--- config.mk ---
export PLATFORM = sky130hd
export DESIGN_NAME = lhsp_accum
export DESIGN_NICKNAME = d
export VERILOG_FILES = /design/src/rtl/lhsp_pkg.sv /design/src/rtl/lhsp_accum.sv
export SDC_FILE = /design/constraint.sdc
export NUM_CORES = 2
export LEC_CHECK = 0
export BUFFER_PORTS_ARGS = -buffer_cell sky130_fd_sc_hd__buf_2
export CAP_MARGIN = 10
export CORE_MARGIN = 4
export CORE_UTILIZATION = 30
export DETAILED_ROUTE_END_ITERATION = 7
export GPL_ROUTABILITY_DRIVEN = 0
export GPL_TIMING_DRIVEN = 0
export PLACE_DENSITY = 0.51
export SYNTH_ARGS = -nofsm -noshare
export SYNTH_HDL_FRONTEND = slang
export SYNTH_SLANG_ARGS = --single-unit
--- constraint.sdc ---
create_clock -name i_clk -period 10.6 [get_ports i_clk]
set_input_delay 0.53 -clock i_clk [delete_from_list [all_inputs] [get_ports i_clk]]
set_output_delay 0.53 -clock i_clk [all_outputs]
set_load 0.005 [all_outputs]
--- src/rtl/lhsp_pkg.sv ---
// Constants, tables and stage types of the pixel shading pipeline.
package lhsp_pkg;

    localparam int LAYERS = 3;
    localparam int DOT_W  = 16;
    localparam int MAT_W  = 3;
    localparam int NODE_W = 16;
    localparam int CH     = 4;
    localparam int BYTE_W = 8;

    // Scaled channel sum: sum of weight * 255 * halves * |dot|.
    localparam int X_W   = 31;
    localparam int Y_W   = 15;
    localparam int LOW_W = 15;
    localparam int FN_W  = 8;
    localparam int NUM_W = 16;
    localparam int MUL_W = 33;

    // Layer weights in units of 1/125 (0.4, 0.24, 0.144), premultiplied by 255.
    localparam logic [13:0] LAYER_WT255 [3] = '{14'd12750, 14'd7650, 14'd4590};

    // The channel limits at 255 once the sum reaches the full scale.
    localparam logic [X_W-1:0] SAT_X = 31'd1044480000;

    // Reciprocals for division by 125 and 199, both scaled by two to the 24th.
    localparam logic [17:0] RECIP_125 = 18'd134218;
    localparam logic [16:0] RECIP_199 = 17'd84308;
    localparam int          RECIP_SH  = 24;

    localparam logic [Y_W-1:0]   DIV_125  = 15'd125;
    localparam logic [Y_W-1:0]   R_HALF   = 15'd62;
    localparam logic [LOW_W-1:0] LOW_HALF = 15'd16384;
    localparam logic [NUM_W-1:0] DIV_199  = 16'd199;
    localparam logic [NUM_W-1:0] R_UP_199 = 16'd100;

    localparam logic [NODE_W-1:0] NODE_MAX = 16'd200;
    localparam logic [FN_W-1:0]   T_MAX    = 8'd199;
    localparam logic [9:0] SEG_BASE [4] = '{10'd0, 10'd199, 10'd398, 10'd597};

    // Palette channels in halves, index 0 = red ... 3 = alpha.
    typedef logic [CH-1:0][1:0] t_halves;

    localparam t_halves PAL_HALVES [8] = '{
        '{2'd2, 2'd2, 2'd2, 2'd2},
        '{2'd2, 2'd0, 2'd2, 2'd0},
        '{2'd2, 2'd2, 2'd0, 2'd0},
        '{2'd2, 2'd0, 2'd2, 2'd2},
        '{2'd2, 2'd2, 2'd0, 2'd2},
        '{2'd2, 2'd2, 2'd2, 2'd0},
        '{2'd2, 2'd1, 2'd1, 2'd2},
        '{2'd2, 2'd2, 2'd1, 2'd1}
    };
    localparam t_halves DEBUG_ENTRY0 = '{2'd2, 2'd1, 2'd1, 2'd2};

    // Gradient stops, bit 0 = red, bit 1 = green, bit 2 = blue.
    localparam logic [2:0] GRAD_STOP [5] = '{3'b100, 3'b110, 3'b010, 3'b011, 3'b001};

    typedef enum logic [0:0] {
        CFG_HEATMAP = 1'b0,
        CFG_PALETTE = 1'b1
    } t_cfg_idx;

    typedef struct packed {
        logic                            hit;
        logic                            heat;
        logic [LAYERS-1:0][DOT_W-1:0]    dmag;
        logic [LAYERS-1:0][CH-1:0][1:0]  halves;
        logic [1:0]                      gidx;
        logic [FN_W-1:0]                 gfn;
    } t_s1;

    typedef struct packed {
        logic                      hit;
        logic                      heat;
        logic [CH-1:0][X_W-1:0]    x;
        logic [1:0]                gidx;
        logic [NUM_W-1:0]          hnum;
    } t_s2;

    typedef struct packed {
        logic                        hit;
        logic                        heat;
        logic [CH-1:0]               sat;
        logic [CH-1:0][BYTE_W-1:0]   q;
        logic [CH-1:0][Y_W-1:0]      y;
        logic [CH-1:0][LOW_W-1:0]    low;
        logic [1:0]                  gidx;
        logic [BYTE_W-1:0]           hq;
        logic [NUM_W-1:0]            hnum;
    } t_s3;

endpackage

--- src/rtl/lhsp_accum.sv ---
// Second and third stages: weighted channel sums, then reciprocal multiplies.
module lhsp_accum
    import lhsp_pkg::*;
(
    input  logic    i_clk,
    input  logic    i_rst_n,
    input  logic    i_en,
    input  logic    i_valid,
    input  t_s1     i_s1,
    output logic    o_valid,
    output t_s3     o_s3
);

    logic                r_valid2;
    logic                r_valid3;
    t_s2                 r_s2;
    t_s2                 n_s2;
    t_s3                 r_s3;
    t_s3                 n_s3;
    logic [DOT_W:0]      w_term;
    logic [MUL_W-1:0]    w_prod [CH];
    logic [MUL_W-1:0]    w_prodh;

    always_comb begin
        n_s2      = '0;
        w_term    = '0;
        n_s2.hit  = i_s1.hit;
        n_s2.heat = i_s1.heat;
        n_s2.gidx = i_s1.gidx;
        n_s2.hnum = {i_s1.gfn, 8'd0} - {8'd0, i_s1.gfn};
        for (int c = 0; c < CH; c++) begin
            for (int n = 0; n < LAYERS; n++) begin
                unique case (i_s1.halves[n][c])
                    2'd1:    w_term = {1'b0, i_s1.dmag[n]};
                    2'd2:    w_term = {i_s1.dmag[n], 1'b0};
                    default: w_term = '0;
                endcase
                n_s2.x[c] = n_s2.x[c] + X_W'(LAYER_WT255[n]) * X_W'(w_term);
            end
        end
    end

    always_comb begin
        n_s3      = '0;
        n_s3.hit  = r_s2.hit;
        n_s3.heat = r_s2.heat;
        n_s3.gidx = r_s2.gidx;
        n_s3.hnum = r_s2.hnum;
        for (int c = 0; c < CH; c++) begin
            n_s3.sat[c] = (r_s2.x[c] >= SAT_X);
            // Below the limit x fits in 30 bits, so the quotient input needs 15.
            n_s3.y[c]   = r_s2.x[c][29:15];
            n_s3.low[c] = r_s2.x[c][LOW_W-1:0];
            w_prod[c]   = MUL_W'(r_s2.x[c][29:15]) * MUL_W'(RECIP_125);
            n_s3.q[c]   = w_prod[c][RECIP_SH+BYTE_W-1:RECIP_SH];
        end
        w_prodh = MUL_W'(r_s2.hnum) * MUL_W'(RECIP_199);
        n_s3.hq = w_prodh[RECIP_SH+BYTE_W-1:RECIP_SH];
    end

    always_ff @(posedge i_clk) begin
        if (!i_rst_n) begin
            r_valid2 <= 1'b0;
            r_valid3 <= 1'b0;
        end else if (i_en) begin
            r_valid2 <= i_valid;
            r_valid3 <= r_valid2;
        end
    end

    always_ff @(posedge i_clk) begin
        if (i_en) begin
            r_s2 <= n_s2;
            r_s3 <= n_s3;
        end
    end

    assign o_valid = r_valid3;
    assign o_s3    = r_s3;

endmodule

# Yosys cells after proc, flatten, opt, wreduce, memory -nomap -nowiden
# Cells that the tools add are included.
[word_totals]
out_inout_bits = 185
wordCells = 94
regBits = 330
in_bits = 88
[op_classes]
order_cmp = 4
eq_ne = 24
muxes = 12
n_mul = 17
n_addsub = 9
[ops]
columns = ["cell", "n"]
rows = [
  ["$pmux W17 S2", 12],
  ["$add A31 B30 Y31", 8],
  ["$mul A12 B17 Y29 const A", 8],
  ["$ge A31 B30 Y1 const B", 4],
  ["$mul A15 B17 Y31 const B", 4],
  ["$mul A13 B17 Y30 const A", 4],
  ["$mul A16 B15 Y30 const B", 1],
  ["$eq A2 B1 Y1 const B", 12],
  ["$eq A2 B2 Y1 const B", 12],
  ["$sub A16 B8 Y16", 1],
]

# Depth between registers and ports, before layout
[logic_depth]
ltp_word = 5
mapped_depth = 39

# Worst setup path after synthesis
# Ideal clock, no wire load.
[synth_path]
path_kind = "input to register"
start = "input i_s1[16] (netlist name)"
end = "register r_s2[141] (netlist name), data pin"
path_stages = 34
t_required_ns = 10.340
t_arrival_ns = 8.434
setup_ns = 0.260
n_path_buf = 2
setup_slack_ns = 1.906
cell_sequence = "inv_1 > ha_1 > clkbuf_1 > clkbuf_1 > a22oi_1 > or2_2 > inv_1 > ha_1 > inv_1 > fa_1 > inv_1 > fa_1 > fa_1 > fa_1 > ha_1 > or3_1 > or2_2 > a311oi_1 > o21ai_1 > o21ai_0 > nand2_1 > a221o_1 > a21oi_1 > xnor2_1 > fa_1 > ha_1 > inv_1 > o21bai_1 > a21o_1 > a21o_1 > or3b_2 > o221ai_1 > xnor2_1 > xnor2_1"
[synth_rtl]
columns = ["item", "line_no", "text"]
rows = [
  ["from (decl)", "lhsp_accum.sv:9", "input t_s1 i_s1,"],
  ["to (signal assigned)", "lhsp_accum.sv:73", "r_s2 <= n_s2;"],
  ["to (decl)", "lhsp_accum.sv:16", "t_s2 r_s2;"],
]

==> impl_results.md <==
* DIE WIDTH at 537.1 um
* Setup slack at placement at 0.3281 ns
* Setup slack on the worst flop-to-flop path at 4.15 ns
* Global-route wire length before repair at 341.2 mm
* Root Buffer Master: clkbuf_16
* Avg Synthesized Cell Area at 9.921 sq um
* Area Growth Syn to Fin at 8.904%
* Worst reg2reg endpoint: o_s3[153]$_DFFE_PP_
* Number of enable-type register cells in the synthesized netlist at 320
* Vias in the first global route at 60940
* Latest clock arrival within the worst-skew pair at 0.65 ns
* Post-detailed-route DRC marker count at 0
* Final Net Count at 11960
* Overall fraction of global-route tracks in use at 15.03%
* Number of violations reported at the end of detailed-routing iteration 0 at 2384
* Proportion of layout cells with a drive suffix above 1 at 4.876%
* CTS clock-pin slew for the worst setup and hold paths at 0.06 ns
* Leading post-synthesis cells by cell area: fa_1, ha_1, edfxtp_1
* Number of cells on the worst reg-to-reg path at 20
* Buffer depth of the longest clock path at 3
* Post-CTS Hold Fix Bufs at 4
* Flip-flop cell with the highest count after synthesis: edfxtp_1
* Share of flip-flops with an asynchronous set or reset at 0%
* Number of clock sinks at 322
* Number of antenna violations at the first check in global routing at 34
* Number of clock buffers inserted by TritonCTS at 44
* Final Slew Violations at 0
* Number of search-and-repair iterations in the first detailed-routing pass at 7
* Startpoint of the worst-slack reg-to-reg timing path: n_s3[100]$_DFFE_PP_
* Post-detail-place hpwl at 189.6 mm
* Detailed-route wire length per cell at 17.17 um
* Leading area contributor after synthesis: fa_1
* Worst setup EP type: flop
* Number of buffers inserted to repair setup after CTS at 0
* Status: finished, final reports clean
* Via count at 57140
* Row cnt at 194
* Sequential-to-total area share from yosys stat at 11.49%
* Number of cells upsized or downsized after cts at 0
* Maximum clock rate at 103.7 MHz
* Initial core utilization at 30.12%
* Core Box Area at 278900 sq um
* Cell occurring most often along the worst timing path: fa_1
* Number of nets with antenna violations after detailed routing at 0
* Setup TNS at 0 ns
* Buf+Inv Stages, Crit Path at 7
* End point of the worst hold path: o_valid$_SDFFE_PN0P_
* Post-Syn Area at 83990 sq um
* Maximum number of pins on one net before global-route repair at 121
* Critical path's largest stage delay at 0.59 ns
* Vertical extent of the die at 537.1 um
* Startpoint of the most critical hold path: i_rst_n
* Setup WS post-layout at 0.9598 ns
* Sum of overflow across all layers after global routing at 0
* Number of buffers inserted by port buffering at 223
* Flip-flop and latch count after synthesis at 322
* Post-layout min period at 9.640 ns
* Final setup violation count at 0
* Number of cells traversed by the worst hold path at 2
* Post-synth top cells: inv_1, ha_1, fa_1
* Worst Path Required at 10.97 ns
* Worst min-delay path class: in -> reg
* Share of the synthesized area in the top cell type at 30.63%
* Final worst clock skew at 0.01197 ns
* CP Class: in -> reg
* Most numerous cell in the Yosys netlist: inv_1
* Highest fanout seen on the critical path at 10
* DIE AREA at 288500 sq um
* Cell with the largest stage delay on the worst path: fa_1
* CTS tree: yes
* Number of distinct standard cells referenced by the synthesized netlist at 82
* Part of the cycle the worst path needs at 90.94%
* Number of endpoints with negative hold slack in the final report at 0
* CP startpoint kind: input port
* Slew headroom at 17.44%
* Yosys warnings at 0
* Data arrival, critical path at 10.01 ns
* Number of vias per cell at 4.565
* Slew at the pin with the worst max-slew slack at 1.238 ns
* Total Wirelength at 214.9 mm
* Cells after Synth at 8466
* Setup repair after global routing missed its margin: false
* Boundary Pins at 273
* Htree depth at 2
* Max-cap violations at 0
* Top cell family by delay on the critical path: adder cells
==> sequential cells by signal, indices dropped and copies added (netlist names) <==
register,count
r_s2,4
o_valid,1
r_valid2,1
o_s3,180
n_s3,136
==> cells by family (layout without fill, tap and decap cells) <==
kind of cell | Yosys count | count (layout) | share of synthesized area, %
adders and majority gates | 3126 | 3126 | 58.05
buffers and inverters | 2418 | 2726 | 10.83
muxes | 5 | 5 | 0.06108
AOI/OAI and AO/OA | 1152 | 1152 | 9.053
DFF | 322 | 322 | 11.49
other | 1 | 20 | 0.004465
and+or+nand+nor | 995 | 995 | 5.856
xor gates and xnor gates | 447 | 447 | 4.661
==> worst max path at each step <==
stage / cells after the start / start / slack (ns) / end
after floorplan: 34 / i_s1[16] / 1.91 / r_s2[141]$_DFFE_PP_
after global placement: 35 / i_s1[16] / 0.43 / r_s2[141]$_DFFE_PP_
after detailed placement: 35 / i_s1[16] / 0.33 / r_s2[141]$_DFFE_PP_
after CTS: 35 / i_s1[16] / 1.06 / r_s2[141]$_DFFE_PP_
after global routing: 34 / i_s1[16] / 0.42 / r_s2[141]$_DFFE_PP_
final: 34 / i_s1[16] / 0.96 / r_s2[141]$_DFFE_PP_
==> metal layers <==
layer,track usage [%],part of all wire (%),vias up,wire (um)
li1,-,-,27800,-
met1,19.27,44,28250,93670
met2,26.05,49,830,104700
met3,1.953,3.9,240,8409
met4,5.055,3.7,10,7992
met5,0,0.034,-,74
==> layout by cell type (no fill, tap or decap), types with 22 or more instances in the layout <==
cell type and n:
o21a_1 59, ha_1 1841, fa_1 1285, nor2_1 291, xor2_1 167, o21ai_0 159
clkbuf_16 46, o31ai_1 25, nor2b_1 65, a22o_1 22, xnor2_1 280, nand4_1 39
nand2b_1 55, clkbuf_1 98, edfxtp_1 320, o21bai_1 50, a22oi_1 158, a21o_1 142
buf_2 223, and3_1 26, or2_2 101, a21oi_1 327, nand2_1 194, nand3_1 61
inv_1 2307, a211oi_1 23, nor3_1 77, a31oi_1 36
==> layout make-up <==
class	count	area (sq um)
fill	28560	187400
tap	3724	4659
clock inverter	30	360.3
sequential	322	9649
clock buffer	48	1159
inverter	2307	8660
multi-input combinational	5729	65260
timing repair buffer	230	1249
buffer	111	432.9
antenna	16	40.04
==> per-stage QoR <==
| stage | instance area [sq um] | instances | util [%] | hold WS (ns) |
|---|---|---|---|---|
| after floorplan | 84000 | 8469 | - | 0.4003 |
| after global placement | 89780 | 12420 | 32.19 | 0.4011 |
| after detailed placement | 89870 | 12420 | 32.22 | 0.4057 |
| after CTS | 91430 | 12500 | 32.78 | 0.05247 |
| after global routing | 91450 | 12510 | 32.79 | 0.1093 |
| final | 91470 | 12520 | 32.80 | 0.1226 |
Power is not shown: default switching activity piles up to over one toggle a cycle in this logic, so the estimate is an artifact.
