<file path="src/rtl/lhsp_pkg.sv">
// Constants, tables and stage types of the pixel shading pipeline.
package lhsp_pkg;

    localparam int LAYERS = 3;
    localparam int DOT_W  = 16;
    localparam int MAT_W  = 3;
    localparam int NODE_W = 16;
    localparam int CH     = 4;
    localparam int BYTE_W = 8;

    // Scaled channel sum: sum of weight * 255 * halves * |dot|.
    localparam int X_W   = 31;
    localparam int Y_W   = 15;
    localparam int LOW_W = 15;
    localparam int FN_W  = 8;
    localparam int NUM_W = 16;
    localparam int MUL_W = 33;

    // Layer weights in units of 1/125 (0.4, 0.24, 0.144), premultiplied by 255.
    localparam logic [13:0] LAYER_WT255 [3] = '{14'd12750, 14'd7650, 14'd4590};

    // The channel limits at 255 once the sum reaches the full scale.
    localparam logic [X_W-1:0] SAT_X = 31'd1044480000;

    // Reciprocals for division by 125 and 199, both scaled by two to the 24th.
    localparam logic [17:0] RECIP_125 = 18'd134218;
    localparam logic [16:0] RECIP_199 = 17'd84308;
    localparam int          RECIP_SH  = 24;

    localparam logic [Y_W-1:0]   DIV_125  = 15'd125;
    localparam logic [Y_W-1:0]   R_HALF   = 15'd62;
    localparam logic [LOW_W-1:0] LOW_HALF = 15'd16384;
    localparam logic [NUM_W-1:0] DIV_199  = 16'd199;
    localparam logic [NUM_W-1:0] R_UP_199 = 16'd100;

    localparam logic [NODE_W-1:0] NODE_MAX = 16'd200;
    localparam logic [FN_W-1:0]   T_MAX    = 8'd199;
    localparam logic [9:0] SEG_BASE [4] = '{10'd0, 10'd199, 10'd398, 10'd597};

    // Palette channels in halves, index 0 = red ... 3 = alpha.
    typedef logic [CH-1:0][1:0] t_halves;

    localparam t_halves PAL_HALVES [8] = '{
        '{2'd2, 2'd2, 2'd2, 2'd2},
        '{2'd2, 2'd0, 2'd2, 2'd0},
        '{2'd2, 2'd2, 2'd0, 2'd0},
        '{2'd2, 2'd0, 2'd2, 2'd2},
        '{2'd2, 2'd2, 2'd0, 2'd2},
        '{2'd2, 2'd2, 2'd2, 2'd0},
        '{2'd2, 2'd1, 2'd1, 2'd2},
        '{2'd2, 2'd2, 2'd1, 2'd1}
    };
    localparam t_halves DEBUG_ENTRY0 = '{2'd2, 2'd1, 2'd1, 2'd2};

    // Gradient stops, bit 0 = red, bit 1 = green, bit 2 = blue.
    localparam logic [2:0] GRAD_STOP [5] = '{3'b100, 3'b110, 3'b010, 3'b011, 3'b001};

    typedef enum logic [0:0] {
        CFG_HEATMAP = 1'b0,
        CFG_PALETTE = 1'b1
    } t_cfg_idx;

    typedef struct packed {
        logic                            hit;
        logic                            heat;
        logic [LAYERS-1:0][DOT_W-1:0]    dmag;
        logic [LAYERS-1:0][CH-1:0][1:0]  halves;
        logic [1:0]                      gidx;
        logic [FN_W-1:0]                 gfn;
    } t_s1;

    typedef struct packed {
        logic                      hit;
        logic                      heat;
        logic [CH-1:0][X_W-1:0]    x;
        logic [1:0]                gidx;
        logic [NUM_W-1:0]          hnum;
    } t_s2;

    typedef struct packed {
        logic                        hit;
        logic                        heat;
        logic [CH-1:0]               sat;
        logic [CH-1:0][BYTE_W-1:0]   q;
        logic [CH-1:0][Y_W-1:0]      y;
        logic [CH-1:0][LOW_W-1:0]    low;
        logic [1:0]                  gidx;
        logic [BYTE_W-1:0]           hq;
        logic [NUM_W-1:0]            hnum;
    } t_s3;

endpackage

</file>
<file path="src/rtl/lhsp_decode.sv">
// First stage: dot magnitudes, palette lookup and gradient segment.
module lhsp_decode
    import lhsp_pkg::*;
(
    input  logic                i_clk,
    input  logic                i_rst_n,
    input  logic                i_en,
    input  logic                i_valid,
    input  logic                i_heatmap,
    input  logic                i_palette,
    input  logic                i_hit_flag,
    input  logic [MAT_W-1:0]    i_layer0_material,
    input  logic [MAT_W-1:0]    i_layer1_material,
    input  logic [MAT_W-1:0]    i_layer2_material,
    input  logic signed [DOT_W-1:0] i_layer0_dot,
    input  logic signed [DOT_W-1:0] i_layer1_dot,
    input  logic signed [DOT_W-1:0] i_layer2_dot,
    input  logic [NODE_W-1:0]   i_nodes_visited,
    output logic                o_valid,
    output t_s1                 o_s1
);

    logic                r_valid;
    t_s1                 r_s1;
    t_s1                 n_s1;
    logic [MAT_W-1:0]    w_mat [3];
    logic [DOT_W-1:0]    w_dot [3];
    logic [FN_W-1:0]     w_t;
    logic [9:0]          w_t4;
    logic [1:0]          w_idx;
    logic [9:0]          w_fn;

    assign w_mat[0] = i_layer0_material;
    assign w_mat[1] = i_layer1_material;
    assign w_mat[2] = i_layer2_material;
    assign w_dot[0] = i_layer0_dot;
    assign w_dot[1] = i_layer1_dot;
    assign w_dot[2] = i_layer2_dot;

    // Node count clamped to 1..200, then offset to 0..199.
    always_comb begin
        priority if (i_nodes_visited == '0) begin
            w_t = '0;
        end else if (i_nodes_visited > NODE_MAX) begin
            w_t = T_MAX;
        end else begin
            w_t = i_nodes_visited[FN_W-1:0] - 8'd1;
        end
    end

    assign w_t4 = {w_t, 2'b00};

    // Segment index; the top end folds into the last segment.
    always_comb begin
        priority if (w_t4 >= SEG_BASE[3]) begin
            w_idx = 2'd3;
        end else if (w_t4 >= SEG_BASE[2]) begin
            w_idx = 2'd2;
        end else if (w_t4 >= SEG_BASE[1]) begin
            w_idx = 2'd1;
        end else begin
            w_idx = 2'd0;
        end
    end

    assign w_fn = w_t4 - SEG_BASE[w_idx];

    always_comb begin
        n_s1      = '0;
        n_s1.hit  = i_hit_flag;
        n_s1.heat = i_heatmap;
        n_s1.gidx = w_idx;
        n_s1.gfn  = w_fn[FN_W-1:0];
        for (int n = 0; n < LAYERS; n++) begin
            // Negating the most negative code gives 32768, which still fits unsigned.
            n_s1.dmag[n] = w_dot[n][DOT_W-1] ? (~w_dot[n] + 16'd1) : w_dot[n];
            if ((w_mat[n] == '0) && i_palette) begin
                n_s1.halves[n] = DEBUG_ENTRY0;
            end else begin
                n_s1.halves[n] = PAL_HALVES[w_mat[n]];
            end
        end
    end

    always_ff @(posedge i_clk) begin
        if (!i_rst_n) begin
            r_valid <= 1'b0;
        end else if (i_en) begin
            r_valid <= i_valid;
        end
    end

    always_ff @(posedge i_clk) begin
        if (i_en) begin
            r_s1 <= n_s1;
        end
    end

    assign o_valid = r_valid;
    assign o_s1    = r_s1;

endmodule

</file>
<file path="config.mk">
export PLATFORM = sky130hd
export DESIGN_NAME = lhsp_decode
export DESIGN_NICKNAME = d
export VERILOG_FILES = /design/src/rtl/lhsp_pkg.sv /design/src/rtl/lhsp_decode.sv
export SDC_FILE = /design/constraint.sdc
export NUM_CORES = 1
export LEC_CHECK = 0
export BUFFER_PORTS_ARGS = -buffer_cell sky130_fd_sc_hd__buf_2
export CELL_PAD_IN_SITES_DETAIL_PLACEMENT = 1
export CELL_PAD_IN_SITES_GLOBAL_PLACEMENT = 2
export CORE_ASPECT_RATIO = 0.7
export CORE_MARGIN = 2
export CORE_UTILIZATION = 31
export DETAILED_ROUTE_END_ITERATION = 7
export PLACE_DENSITY = 0.92
export SYNTH_ARGS = -nofsm -noshare
export SYNTH_HDL_FRONTEND = slang
export SYNTH_SLANG_ARGS = --single-unit
</file>
<file path="constraint.sdc">
create_clock -name i_clk -period 5.16 [get_ports i_clk]
set_clock_uncertainty 0.1 [all_clocks]
set_input_delay 0.258 -clock i_clk [delete_from_list [all_inputs] [get_ports i_clk]]
set_output_delay 0.258 -clock i_clk [all_outputs]
set_load 0.01 [all_outputs]
</file>
# After elaboration in Yosys (flattened, before gate mapping)

Memories as Yosys holds them, arrays and structs flattened. A register that Yosys moved wholly into a read port is not among the register bits.
Index checks and enable logic that the tools add are counted.

Input bits: 80
Bits in read-only memories: 192
Output and inout bits: 85
Memories kept: 3
Register bits after elaboration: 61
Logic and storage cells: 49

Reduce and logical (&&, ||, !) cells: 7
Add/subtract/negate cells: 5
Order comparisons: 5
Bitwise operators: 7
Muxes and demuxes: 11

Memories:

| memory           | words | width | read ports | clocked after Yosys merged registers in | wr ports | RTL line          | RTL |
|---|---|---|---|---|---|---|---|
| (name not given) | 8     | 8     | 1          | 1                                       | 0        | lhsp_decode.sv:80 | `n_s1.halves[n] = PAL_HALVES[w_mat[n]];` |
| (name not given) | 8     | 8     | 1          | 1                                       | 0        | lhsp_decode.sv:80 |  |
| (name not given) | 8     | 8     | 1          | 1                                       | 0        | lhsp_decode.sv:80 |  |

Operator list:

| kind                                                               | count |
|---|---|
| adder 16 x 1 -> 16 bit, second input constant                      | 3 |
| inverter 16 bit                                                    | 3 |
| two-way mux 15 bit                                                 | 3 |
| two-way mux 8 bit                                                  | 4 |
| binary-select mux 10 bit (select 2 bit)                            | 1 |
| greater-than comparator 16 x 8 -> 1 bit, second input constant     | 1 |
| logical NOT 16 bit                                                 | 1 |
| inverter 3 -> 4 bit                                                | 3 |
| greater-or-equal comparator 10 bit, second input constant          | 1 |
| greater-or-equal comparator 10 x 8 -> 1 bit, second input constant | 1 |
| greater-or-equal comparator 10 x 9 -> 1 bit, second input constant | 1 |
| logical NOT 3 bit                                                  | 3 |
| subtractor 8 x 1 -> 8 bit, second input constant                   | 1 |
| subtractor 8 bit                                                   | 1 |
| two-way mux 2 bit                                                  | 2 |
| greater-or-equal comparator 3 bit, second input constant           | 1 |
| logical AND 1 bit                                                  | 3 |
| inverter 2 -> 3 bit                                                | 1 |
| two-way mux 1 bit                                                  | 1 |

# Depth between registers and ports, before layout

Depth in word-level cells: 12
Depth in mapped cells: 18
Depth with buffers taken out: 17

# Worst setup path before layout

Ideal clock, no wire load.

Path kind: input to register
Start point: input port i_nodes_visited[0]
End point: register r_s1, in the netlist o_s1[6], data pin
Setup slack: 1357 ps
Setup time: 259 ps
Stages on the path: 16
Buffers on the path: 1
Arrival time: 3444 ps
Data required time: 4801 ps
Cell sequence: inv_1 > ha_1 > clkbuf_1 > nor3b_1 > mux2_2 > a22oi_1 > o41ai_2 > a221o_1 > and2_1 > ha_1 > ha_1 > a21o_1 > a21oi_1 > nand2b_1 > nand3b_1 > xor2_1

RTL lines:

| what                 | RTL line          | RTL |
|---|---|---|
| from (decl)          | lhsp_decode.sv:18 | `input logic [NODE_W-1:0] i_nodes_visited,` |
| to (signal assigned) | lhsp_decode.sv:95 | `r_s1 <= n_s1;` |
| to (decl)            | lhsp_decode.sv:24 | `t_s1 r_s1;` |

==> run summary <==
Comb power frac: 16.2%
CTS tree: yes
Switching Share: 25.8%
post-synth top area share: 51.3%
Worst setup EP type: flip-flop
DR vias/cell: 4.80
Root Buffer: clkbuf_16
Resized Gates After CTS: 0
cell row count: 36
Area after DPL: 0.00545 mm^2
share of layout cells above drive strength 1: 33.1%
H-tree Lvls: 3
# clock sinks: 78
slew at the pin closest to its max-slew limit: 988 ps
main combinational cell family by area after synthesis: simple AND/OR/NAND/NOR gates
Static Leak: 2.41 nW
Post-synth EDFFs: 77
CORE AREA: 0.0141 mm^2
fmax: 0.251 GHz
via count: 3,642
Final Max Slew Viols: 0
Tcrit/Tclk final: 77.2%
Mapped Cells: 405
unrepaired setup endpoints after global routing: no
GPL Wtd Cong: 0.872
# setup viols final: 0
Relative slew margins: 34.1%
simple-gate share of the synthesized area: 14.8%
Tightest Hold Check Type: input pin to flip-flop
drt pass-1 iters: 4
synthesis warning total: 0
clock slew at reported path FFs: 60 ps
DP Wirelength: 9620 um
total I/O pin count: 165
most frequent cell after synthesis: edfxtp_1
routed wl met3: 696 um
nets: 666
initial core utilization: 32.1%
Synth top cells by count: edfxtp_1, nand2_1, xnor2_1, nor2_1, o21ai_0
Clock Tree Buf Depth: 2
number of CTS-inserted buffers: 9
#FFs+latches synth: 78
uppermost routed layer: met4
per-cell routed wire length: 16.0 um
Pint: 0.00126 W
Die Wd: 148 um
Synth async-reset ratio: 0%
Residual DRC: 0
Post-DRT Antenna Nets: 0
Clock power frac: 37.6%
WS Path Type: input pin to flip-flop
final hold violation count: 0
GRT Total Usage: 15.4%
Crit Path Max Fanout: 10
ys flop type: edfxtp_1
vias in the first global route: 3,675
Power Dens Cells: 294 mW/mm^2
syn_area_per_cell: 11.1 um^2
Post-Synth XOR/XNOR Area: 9.13%
total net switching power: 0.000438 W
wl on met1: 5350 um
ant diodes: 0
first-pass GRT wire length: 19,100 um
total gr overflow: 0
Die Y-Extent: 105 um
port bufs: 158
Worst setup SP type: input pin
Adder-Cell Fraction of Synth Area: 6.38%
area leader, netlist: edfxtp_1
largest net degree at the start of global routing: 79
crit path DAT: 3960 ps
FILL cells: 1,621
setup TNS: 0 ps
design area: 0.00577 mm^2
Synth Area in Compound Gates: 12.8%
Reg power frac: 46.2%
Clock Latency Late Sink: 330 ps
routed wl met2: 5930 um
initial antenna violation count: 1
Netlist Area Pre-Place: 0.00451 mm^2
post-synthesis mux area share: 1.17%
Netlist cell types: 56
Layout area overhead: 28.1%
Setup WS pre-CTS: 904 ps
DRT iter0 DRCs: 153
dominant cells by area after synthesis: edfxtp_1, xnor2_1, ha_1, nand2_1, o21ai_0
fin worst setup slack: 1180 ps
die footprint: 0.0155 mm^2
Required @ worst endpoint: 5130 ps
Max-Cap Viols: 0
peak supply drop: 129 uV
drt total wl: 12,200 um
sequential fraction of the synthesis area: 51.7%
min Tclk post-route: 3980 ps
outcome: finished, final reports clean
[state kept, by name (all words and copies together) (netlist names)]
| signal | cells |
|---|---|
| o_s1 | 77 |
| o_valid | 1 |
[power by group through the flow]
stage	clock network, W	registers (W)	logic (W)
4_1_cts	0.000660	0.000784	0.000278
6_report	0.000637	0.000782	0.000275
2_1_floorplan	0	0.000828	0.000103
3_3_place_gp	0	0.000794	0.000266
5_1_grt	0.000681	0.000787	0.000302
3_5_place_dp	0	0.000797	0.000276
[critical path, cell delays in order]
cell      delay, ps
buf_2           130
inv_1            80
ha_1            380
nor3b_1         430
mux2_2          390
a22oi_1         210
o41ai_2         150
a221o_1         400
and2_1          230
ha_1            210
ha_1            300
a21o_1          200
a21oi_1         200
nand2b_1        140
nand3b_1        100
xor2_1          170
[layout by cell type, fill, tap and decap left out, types with 10 or more instances in the layout]
master,instances
ha_1,23
inv_1,19
edfxtp_1,77
o31ai_1,10
xnor2_1,40
o21ai_0,24
buf_2,157
nor2_1,24
nand2_1,54
a21oi_1,14
[layout make-up]
| class | count | area (um^2) | share of cell area (%) |
|---|---|---|---|
| Sequential cell | 78 | 2330 | 40.4 |
| Timing Repair Buffer | 160 | 813 | 14.1 |
| Tap cell | 190 | 238 | 4.12 |
| Multi-Input combinational cell | 295 | 2020 | 35.0 |
| Clock buffer | 10 | 229 | 3.97 |
| Inverter | 19 | 71.3 | 1.24 |
| Clock inverter | 6 | 70.1 | 1.21 |
[what timing repair did]
action	4_1_cts	5_1_grt
hold endpoints to repair	2	0
hold buffers	2	0
setup buffers	0	0
[per-stage QoR]
stage | cells | hold WS, ps | util (%) | total power (W)
after detailed placement | 740 | 337 | 38.8 | 0.00107
after global placement | 740 | 337 | 38.8 | 0.00106
after floorplan | 409 | 257 | - | 0.000931
after CTS | 758 | 33.4 | 41.1 | 0.00172
final | 758 | 44.7 | 41.1 | 0.00169
after global routing | 758 | 43.5 | 41.1 | 0.00177
[metal layers]
layer	up-vias	GRT usage, %
met5	-	0
met3	14	3.45
li1	1766	-
met1	1744	19.4
met2	118	26.6
met4	0	4.22
[cells by family after synthesis]
family	Yosys count
other	2
adders and majority gates	23
muxes	5
buffers and inverters	36
and+or+nand+nor	133
AOI/OAI and AO/OA	81
DFF	78
xor gates and xnor gates	47
[path summary, 6_finish.rpt]
path / start / endpoint / slack, ps / cells after the start
worst min register to register: o_valid$_SDFFE_PN0P_ / o_valid$_SDFFE_PN0P_ / 440 / 2
worst max-delay path: i_nodes_visited[0] / o_s1[6]$_DFFE_PP_ / 1180 / 16
worst max register to register: o_valid$_SDFFE_PN0P_ / o_valid$_SDFFE_PN0P_ / 4440 / 2
worst min-delay path: i_rst_n / o_valid$_SDFFE_PN0P_ / 40 / 2
Note: power is estimated with default switching activity, not from simulation.
