===== src/rtl/lhsp_pkg.sv =====
// Constants, tables and stage types of the pixel shading pipeline.
package lhsp_pkg;

    localparam int LAYERS = 3;
    localparam int DOT_W  = 16;
    localparam int MAT_W  = 3;
    localparam int NODE_W = 16;
    localparam int CH     = 4;
    localparam int BYTE_W = 8;

    // Scaled channel sum: sum of weight * 255 * halves * |dot|.
    localparam int X_W   = 31;
    localparam int Y_W   = 15;
    localparam int LOW_W = 15;
    localparam int FN_W  = 8;
    localparam int NUM_W = 16;
    localparam int MUL_W = 33;

    // Layer weights in units of 1/125 (0.4, 0.24, 0.144), premultiplied by 255.
    localparam logic [13:0] LAYER_WT255 [3] = '{14'd12750, 14'd7650, 14'd4590};

    // The channel limits at 255 once the sum reaches the full scale.
    localparam logic [X_W-1:0] SAT_X = 31'd1044480000;

    // Reciprocals for division by 125 and 199, both scaled by two to the 24th.
    localparam logic [17:0] RECIP_125 = 18'd134218;
    localparam logic [16:0] RECIP_199 = 17'd84308;
    localparam int          RECIP_SH  = 24;

    localparam logic [Y_W-1:0]   DIV_125  = 15'd125;
    localparam logic [Y_W-1:0]   R_HALF   = 15'd62;
    localparam logic [LOW_W-1:0] LOW_HALF = 15'd16384;
    localparam logic [NUM_W-1:0] DIV_199  = 16'd199;
    localparam logic [NUM_W-1:0] R_UP_199 = 16'd100;

    localparam logic [NODE_W-1:0] NODE_MAX = 16'd200;
    localparam logic [FN_W-1:0]   T_MAX    = 8'd199;
    localparam logic [9:0] SEG_BASE [4] = '{10'd0, 10'd199, 10'd398, 10'd597};

    // Palette channels in halves, index 0 = red ... 3 = alpha.
    typedef logic [CH-1:0][1:0] t_halves;

    localparam t_halves PAL_HALVES [8] = '{
        '{2'd2, 2'd2, 2'd2, 2'd2},
        '{2'd2, 2'd0, 2'd2, 2'd0},
        '{2'd2, 2'd2, 2'd0, 2'd0},
        '{2'd2, 2'd0, 2'd2, 2'd2},
        '{2'd2, 2'd2, 2'd0, 2'd2},
        '{2'd2, 2'd2, 2'd2, 2'd0},
        '{2'd2, 2'd1, 2'd1, 2'd2},
        '{2'd2, 2'd2, 2'd1, 2'd1}
    };
    localparam t_halves DEBUG_ENTRY0 = '{2'd2, 2'd1, 2'd1, 2'd2};

    // Gradient stops, bit 0 = red, bit 1 = green, bit 2 = blue.
    localparam logic [2:0] GRAD_STOP [5] = '{3'b100, 3'b110, 3'b010, 3'b011, 3'b001};

    typedef enum logic [0:0] {
        CFG_HEATMAP = 1'b0,
        CFG_PALETTE = 1'b1
    } t_cfg_idx;

    typedef struct packed {
        logic                            hit;
        logic                            heat;
        logic [LAYERS-1:0][DOT_W-1:0]    dmag;
        logic [LAYERS-1:0][CH-1:0][1:0]  halves;
        logic [1:0]                      gidx;
        logic [FN_W-1:0]                 gfn;
    } t_s1;

    typedef struct packed {
        logic                      hit;
        logic                      heat;
        logic [CH-1:0][X_W-1:0]    x;
        logic [1:0]                gidx;
        logic [NUM_W-1:0]          hnum;
    } t_s2;

    typedef struct packed {
        logic                        hit;
        logic                        heat;
        logic [CH-1:0]               sat;
        logic [CH-1:0][BYTE_W-1:0]   q;
        logic [CH-1:0][Y_W-1:0]      y;
        logic [CH-1:0][LOW_W-1:0]    low;
        logic [1:0]                  gidx;
        logic [BYTE_W-1:0]           hq;
        logic [NUM_W-1:0]            hnum;
    } t_s3;

endpackage


===== src/rtl/lhsp_resolve.sv =====
// Last stage: remainder, rounding to nearest even, mode select and output register.
module lhsp_resolve
    import lhsp_pkg::*;
(
    input  logic                         i_clk,
    input  logic                         i_rst_n,
    input  logic                         i_en,
    input  logic                         i_valid,
    input  t_s3                          i_s3,
    output logic                         o_valid,
    output logic [CH-1:0][BYTE_W-1:0]    o_rgba
);

    logic                          r_valid;
    logic [CH-1:0][BYTE_W-1:0]     r_rgba;
    logic [CH-1:0][BYTE_W-1:0]     n_rgba;
    logic [CH-1:0][BYTE_W-1:0]     w_shade;
    logic [2:0][BYTE_W-1:0]        w_grad;
    logic [Y_W-1:0]                w_r [CH];
    logic                          w_up [CH];
    logic [NUM_W-1:0]              w_rh;
    logic [BYTE_W-1:0]             w_a;
    logic [2:0]                    w_sa;
    logic [2:0]                    w_sb;

    always_comb begin
        for (int c = 0; c < CH; c++) begin
            w_r[c]  = i_s3.y[c] - Y_W'(i_s3.q[c]) * DIV_125;
            // Exact halfway only when the remainder sits at 62 and the low part at 16384.
            w_up[c] = (w_r[c] > R_HALF) ||
                      ((w_r[c] == R_HALF) && ((i_s3.low[c] > LOW_HALF) ||
                       ((i_s3.low[c] == LOW_HALF) && i_s3.q[c][0])));
            w_shade[c] = i_s3.sat[c] ? 8'hFF : (i_s3.q[c] + BYTE_W'(w_up[c]));
        end
    end

    // The odd span never gives a tie, so the falling channel is 255 minus the rising one.
    always_comb begin
        w_rh = i_s3.hnum - NUM_W'(i_s3.hq) * DIV_199;
        w_a  = i_s3.hq + BYTE_W'(w_rh >= R_UP_199);
        w_sa = GRAD_STOP[3'(i_s3.gidx)];
        w_sb = GRAD_STOP[3'(i_s3.gidx) + 3'd1];
        for (int c = 0; c < 3; c++) begin
            priority if (w_sa[c] && w_sb[c]) begin
                w_grad[c] = 8'hFF;
            end else if (w_sa[c]) begin
                w_grad[c] = 8'hFF - w_a;
            end else if (w_sb[c]) begin
                w_grad[c] = w_a;
            end else begin
                w_grad[c] = '0;
            end
        end
    end

    always_comb begin
        priority if (!i_s3.hit) begin
            n_rgba = '0;
        end else if (i_s3.heat) begin
            n_rgba = {8'hFF, w_grad[2], w_grad[1], w_grad[0]};
        end else begin
            n_rgba = w_shade;
        end
    end

    always_ff @(posedge i_clk) begin
        if (!i_rst_n) begin
            r_valid <= 1'b0;
        end else if (i_en) begin
            r_valid <= i_valid;
        end
    end

    always_ff @(posedge i_clk) begin
        if (i_en) begin
            r_rgba <= n_rgba;
        end
    end

    assign o_valid = r_valid;
    assign o_rgba  = r_rgba;

endmodule


===== config.mk =====
export PLATFORM = sky130hd
export DESIGN_NAME = lhsp_resolve
export DESIGN_NICKNAME = d
export VERILOG_FILES = /design/src/rtl/lhsp_pkg.sv /design/src/rtl/lhsp_resolve.sv
export SDC_FILE = /design/constraint.sdc
export NUM_CORES = 1
export LEC_CHECK = 0
export ABC_AREA = 1
export BUFFER_PORTS_ARGS = -buffer_cell sky130_fd_sc_hd__buf_2
export CORE_MARGIN = 2
export CORE_UTILIZATION = 60
export DETAILED_ROUTE_END_ITERATION = 7
export PLACE_DENSITY = 0.9
export SYNTH_ARGS = -nofsm -noshare
export SYNTH_HDL_FRONTEND = slang
export SYNTH_SLANG_ARGS = --single-unit

===== constraint.sdc =====
create_clock -name i_clk -period 7.6 [get_ports i_clk]
set_input_delay 1.52 -clock i_clk [delete_from_list [all_inputs] [get_ports i_clk]]
set_output_delay 1.52 -clock i_clk [all_outputs]
set_load 0.01 [all_outputs]

# ---- Yosys cells after proc, flatten, opt, wreduce, memory -nomap -nowiden
# Memory sizes are Yosys's and may differ from the RTL's.
# Index checks and enable logic that the tools add are counted.
dict set report word_totals {
  input_bits 188
  mem_bits_ro 48
  memories 2
  word_cells 82
  out_inout_bits 33
  regBits 33
}
dict set report op_classes {
  muxes 18
  add_sub_neg 12
  eq_ne 8
  n_reduce_logical 19
  order_cmp 11
  bitwise 2
  mul 5
}
# memory depth word_bits read_ports rd_clocked_by_memory_dff wr line_no
set mem_list {}
lappend mem_list {{(name not given)} 8 3 1 0 0 lhsp_resolve.sv:42} ;# w_sb = GRAD_STOP[3'(i_s3.gidx) + 3'd1];
lappend mem_list {{(name not given)} 8 3 1 0 0 lhsp_resolve.sv:41} ;# w_sa = GRAD_STOP[3'(i_s3.gidx)];
# operator n
set ops {}
lappend ops {{$mux W8} 13}
lappend ops {{$eq A15 B15 Y1 const B} 4}
lappend ops {{$eq A15 B6 Y1 const B} 4}
lappend ops {{$gt A15 B15 Y1 const B} 4}
lappend ops {{$gt A15 B6 Y1 const B} 4}
lappend ops {{$mul A8 B7 Y15 const B} 4}
lappend ops {{$sub A15 B15 Y15} 4}
lappend ops {{$add A8 B1 Y8} 5}
lappend ops {{$mux W32} 1}
lappend ops {{$ge A16 B7 Y1 const B} 1}
lappend ops {{$mul A8 B8 Y16 const B} 1}
lappend ops {{$sub A16 B16 Y16} 1}
lappend ops {{$mux W3} 4}
lappend ops {{$logic_and A1 B1 Y1} 11}
lappend ops {{$ge A4 B4 Y1 const B} 2}
lappend ops {{$logic_or A1 B1 Y1} 8}
lappend ops {{$sub A8 B8 Y8 const A} 1}
lappend ops {{$not A2 Y4} 1}
lappend ops {{$not A3 Y4} 1}
lappend ops {{$add A2 B1 Y3 const B} 1}

# ---- Longest topological paths before layout
dict set report logic_depth {
  word_depth 9
  mapped_depth 31
}

# ---- Least setup slack after synthesis
# Ideal clock, no wire load.
dict set report synth_timing {
  path_kind {input to register}
  startpoint {input port i_s3[149] (netlist name)}
  endpoint {register r_rgba, in the netlist o_rgba[6], data pin}
  t_required_ns 7.330
  setup_slack_ns 1.603
  t_arrival_ns 5.727
  stages 26
  path_cell_list {inv_1 fa_1 fa_1 fa_1 inv_1 fa_1 inv_1 ha_1 nand2_1 inv_1 a21oi_1 inv_1 nand2_1 nand3_1 nand2_1 nand2_1 nor2_1 nand2_1 nor2_1 nand2_1 ha_1 ha_1 nand3_1 xor2_1 o21ai_0 a21oi_1}
}
dict set report synth_between {
  elab_chain_cells 8
  elab_cells_between_ends 9
  cone_classes {add/sub (2); mul (1); order compare (1); eq/ne (1); mux (2); reduce/logical (2)}
}
# element line_no
set synth_rtl {}
lappend synth_rtl {{start: declaration} lhsp_resolve.sv:9} ;# input t_s3 i_s3,
lappend synth_rtl {{parallel branches: the longest is 5 deep, another holds $mul A8 B7 Y15} -}
lappend synth_rtl {{$add A8 B1 Y8 (*)} lhsp_resolve.sv:33} ;# w_shade[c] = i_s3.sat[c] ? 8'hFF : (i_s3.q[c] + BYTE_W'(w_up[c]));
lappend synth_rtl {{$mux W8 (*)} lhsp_resolve.sv:33}
lappend synth_rtl {{$mux W32 (*)} lhsp_resolve.sv:59} ;# end else if (i_s3.heat) begin
lappend synth_rtl {{end signal: assignment} lhsp_resolve.sv:76} ;# r_rgba <= n_rgba;
lappend synth_rtl {{end: declaration} lhsp_resolve.sv:15} ;# logic [CH-1:0][BYTE_W-1:0] r_rgba;
# Every way passes the cells marked *.
# A chain may end at the register's enable or synchronous reset.

# ---- Worst setup path in the final report
dict set report layout_timing {
  startpoint {input port i_s3[17] (netlist name)}
  endpoint {register r_rgba, in the netlist o_rgba[4], data pin}
}
dict set report layout_between {
  elab_chain_cells 8
  elab_cells_between_ends 9
  cone_classes {add/sub (3); mul (1); order compare (1); mux (4)}
}
# element line_no
set layout_rtl {}
lappend layout_rtl {{$mul A8 B8 Y16} lhsp_resolve.sv:39} ;# w_rh = i_s3.hnum - NUM_W'(i_s3.hq) * DIV_199;
lappend layout_rtl {{$sub A16 B16 Y16} lhsp_resolve.sv:39}
lappend layout_rtl {{$ge A16 B7 Y1} lhsp_resolve.sv:40} ;# w_a = i_s3.hq + BYTE_W'(w_rh >= R_UP_199);
lappend layout_rtl {{$add A8 B1 Y8 (*)} lhsp_resolve.sv:40}
lappend layout_rtl {{$sub A8 B8 Y8 / $mux W8 (equally long branches)} {lhsp_resolve.sv:47, lhsp_resolve.sv:48}}
lappend layout_rtl {{$mux W8 (*)} lhsp_resolve.sv:46} ;# end else if (w_sa[c]) begin
lappend layout_rtl {{$mux W8 (*)} lhsp_resolve.sv:44} ;# priority if (w_sa[c] && w_sb[c]) begin
lappend layout_rtl {{$mux W32 (*)} lhsp_resolve.sv:59}
# Mark *: on every way between the ends. The rest lies on a longest branch, timed or not.

==> flow_summary.json <==
{
  "grt_pass1_vias": 12932,
  "syn_area_um2": 13900,
  "drtPass1Iterations": 7,
  "ys_seq_area_share_pct": 7.05,
  "top_level_ports": 221,
  "synth_compound_area_share_pct": 6.23,
  "synth_xor_area_share_pct": 2.83,
  "synth_top_family_by_area": "adder cells",
  "crit_path_start_kind": "input port",
  "io_buffers": 220,
  "switchingPower_uw": 2790,
  "grt_pass1_wl_um": 57900,
  "whs_ns": 0.536,
  "period_share_pct": 86.2,
  "r2r-end": "o_valid",
  "drive_gt1_share_pct": 11.2,
  "fin_crit_ns": 6.55,
  "critPathArrivalTime_ns": 6.55,
  "core.rowCount": 55,
  "slowest_stage": "fa_1",
  "cts.sinks": 33,
  "tightest_slew_ns": 0.821,
  "route.detailed.drc": 0,
  "cts.clk_slew.worst_paths_ns": 0.06,
  "wire_per_inst_um": 13.9,
  "yosys_most_used_dff": "edfxtp_1",
  "mostFrequentLayoutCells": "inv_1, nand2_1, ha_1",
  "holdBufCountCts": 0,
  "switching_share_pct": 58.8,
  "cts_tree": "done",
  "max_stage_delay_ns": 0.55,
  "startpoint": "i_s3[17]",
  "cts_setup_buffers": 0,
  "final-max-slew-violation-count": 0,
  "final_core_util_pct": 68.3,
  "tns_ns": 0,
  "yosysWarnings": 0,
  "p_per_area_nw_per_um2": 306,
  "reg2regPathDepth": 2,
  "clk_latency_ns": 0.28,
  "post_synth_num_cell_types": 37,
  "synth-edff-count": 32,
  "fin_cells": 2483,
  "hold_path_depth": 2,
  "tritoncts.num_buffers": 5,
  "power.leakage_uw": 0.00936,
  "r2r-start": "o_valid",
  "regToRegSetupSlack_ns": 6.95,
  "path_max_fanout": 6,
  "chipHeight_um": 156,
  "combPwrFrac_pct": 90.2,
  "via_per_inst": 5.14,
  "setup_viol": 0,
  "max_clock_freq_mhz": 153,
  "hold_start": "o_valid",
  "routed_wirelength_um": 34500,
  "ys_ff_latch": 33,
  "dp_cells": 2472,
  "final_common_cell": "inv_1",
  "critPathMostFrequentCell": "nand2_1",
  "core_area_um2": 22700,
  "hold_class": "reg -> reg",
  "cp.required_ns": 7.60,
  "hold_path_end": "o_valid",
  "synth_adder_area_share_pct": 46.2,
  "first_iter_violations": 719,
  "via_count": 12761,
  "place.gp.congestion": 0.954,
  "rsz0062_at_grt": "no",
  "antenna_left": 0,
  "dp_hpwl_um": 30600,
  "synthCells": 1974,
  "pwr-share-seq_pct": 4.7,
  "synth_nets": 2575,
  "clockBufferDepth": 2,
  "yosys.area_share.simple_pct": 21.8,
  "h-tree-depth": 2,
  "skew_ns": 0,
  "overflow": 0,
  "die_x_um": 156,
  "start_util_pct": 61.2,
  "area_delta_synth_final_pct": 11.6,
  "post_cts_resized": 0,
  "vdd.ir_drop.worst_v": 0.000166,
  "antenna_found_initial": 3,
  "die_area_um2": 24400,
  "drv_cap": 0,
  "cts_root_buffer": "clkbuf_16",
  "dpl_cell_area_um2": 15300,
  "status": "finished clean",
  "grt_max_degree": 35,
  "synth-async-reset-ratio_pct": 0,
  "clockPowerShare_pct": 5.1,
  "muxShareOfSynthArea_pct": 0,
  "fin_nets": 2795,
  "grtUsageTotal_pct": 29.0,
  "avgSynthCellArea_um2": 7.05,
  "path_class": "in -> reg",
  "relSlewSlack_pct": 45.3,
  "power.internal_uw": 1960,
  "end_kind": "flip-flop",
  "finalHoldViolCount": 0,
  "final_area_um2": 15500
}
how the worst max path moves through the flow:
stage / end / slack [ns] / cells after the start
3_3_place_gp: o_rgba[2] / 0.93 / 28
5_1_grt: o_rgba[12] / 0.70 / 30
6_report: o_rgba[4] / 1.05 / 29
2_1_floorplan: o_rgba[6] / 1.60 / 26
4_1_cts: o_rgba[4] / 1.09 / 29
3_5_place_dp: o_rgba[4] / 0.81 / 29
routing by layer:
metal	share of wire, %	vias to the layer above	track usage (%)	wire (µm)
met1	40	5919	34.2	14000
met4	3.8	0	10.7	1320
met3	5.5	90	4.04	1920
met2	50	416	53.5	17300
met5	0	-	0	0
li1	-	6336	-	-
synthesized netlist by cell type (4+ instances only):
master	instances	area, µm²
inv_1	579	2170
nand2_1	436	1640
ha_1	246	3080
fa_1	167	3340
nor2_1	145	544
nand3_1	99	495
a21oi_1	75	375
o21ai_0	59	295
edfxtp_1	32	961
xor2_1	27	236
xnor2_1	18	158
nand4_1	16	100
nand3b_1	11	82.6
nor3_1	8	40.0
a31oi_1	6	37.5
clkbuf_1	5	18.8
nand2_2	5	31.3
nor3b_1	4	30.0
o21bai_1	4	30.0
o31ai_1	4	30.0
logic make-up after synthesis:
| family | count (synthesis) |
|---|---|
| AND/OR/NAND/NOR | 734 |
| buffers and inverters | 589 |
| adder cells (fa/ha/maj) | 413 |
| AO/OA/AOI/OAI | 160 |
| XOR/XNOR | 45 |
| flip-flops | 33 |
through the flow:
step	total power, µW	setup WS (ns)
6_report	4750	1.05
4_1_cts	4700	1.09
3_5_place_dp	4430	0.812
3_3_place_gp	4290	0.927
5_1_grt	5420	0.695
2_1_floorplan	3530	1.60
registers in the layout, summed over array words and instances, names as in the netlist:
signal / count
o_rgba: 32
o_valid: 1
layout make-up:
| type | count | area, µm² |
|---|---|---|
| inverter | 582 | 2180 |
| sequential | 33 | 981 |
| timing repair buffer | 220 | 1100 |
| multi-input combinational | 1352 | 10700 |
| antenna | 3 | 7.51 |
| fill | 1914 | 7190 |
| clock buffer | 5 | 125 |
| tap | 285 | 357 |
| clock inverter | 3 | 46.3 |
worst max-delay path, delay by kind of cell:
family	cells	cell delay [ns]
xor+xnor	1	0.27
simple gates	12	0.89
compound gates	3	0.52
buf+inv	6	0.59
fa+ha+maj	7	2.75
power groups by stage:
stage,sequential [µW],clock (µW),combinational (µW)
finish,226,241,4280
global route,227,253,4940
CTS,226,244,4230
detailed placement,229,0,4200
global placement,230,0,4060
floorplan,236,0,3290
Power figures use the tool's default switching activity.
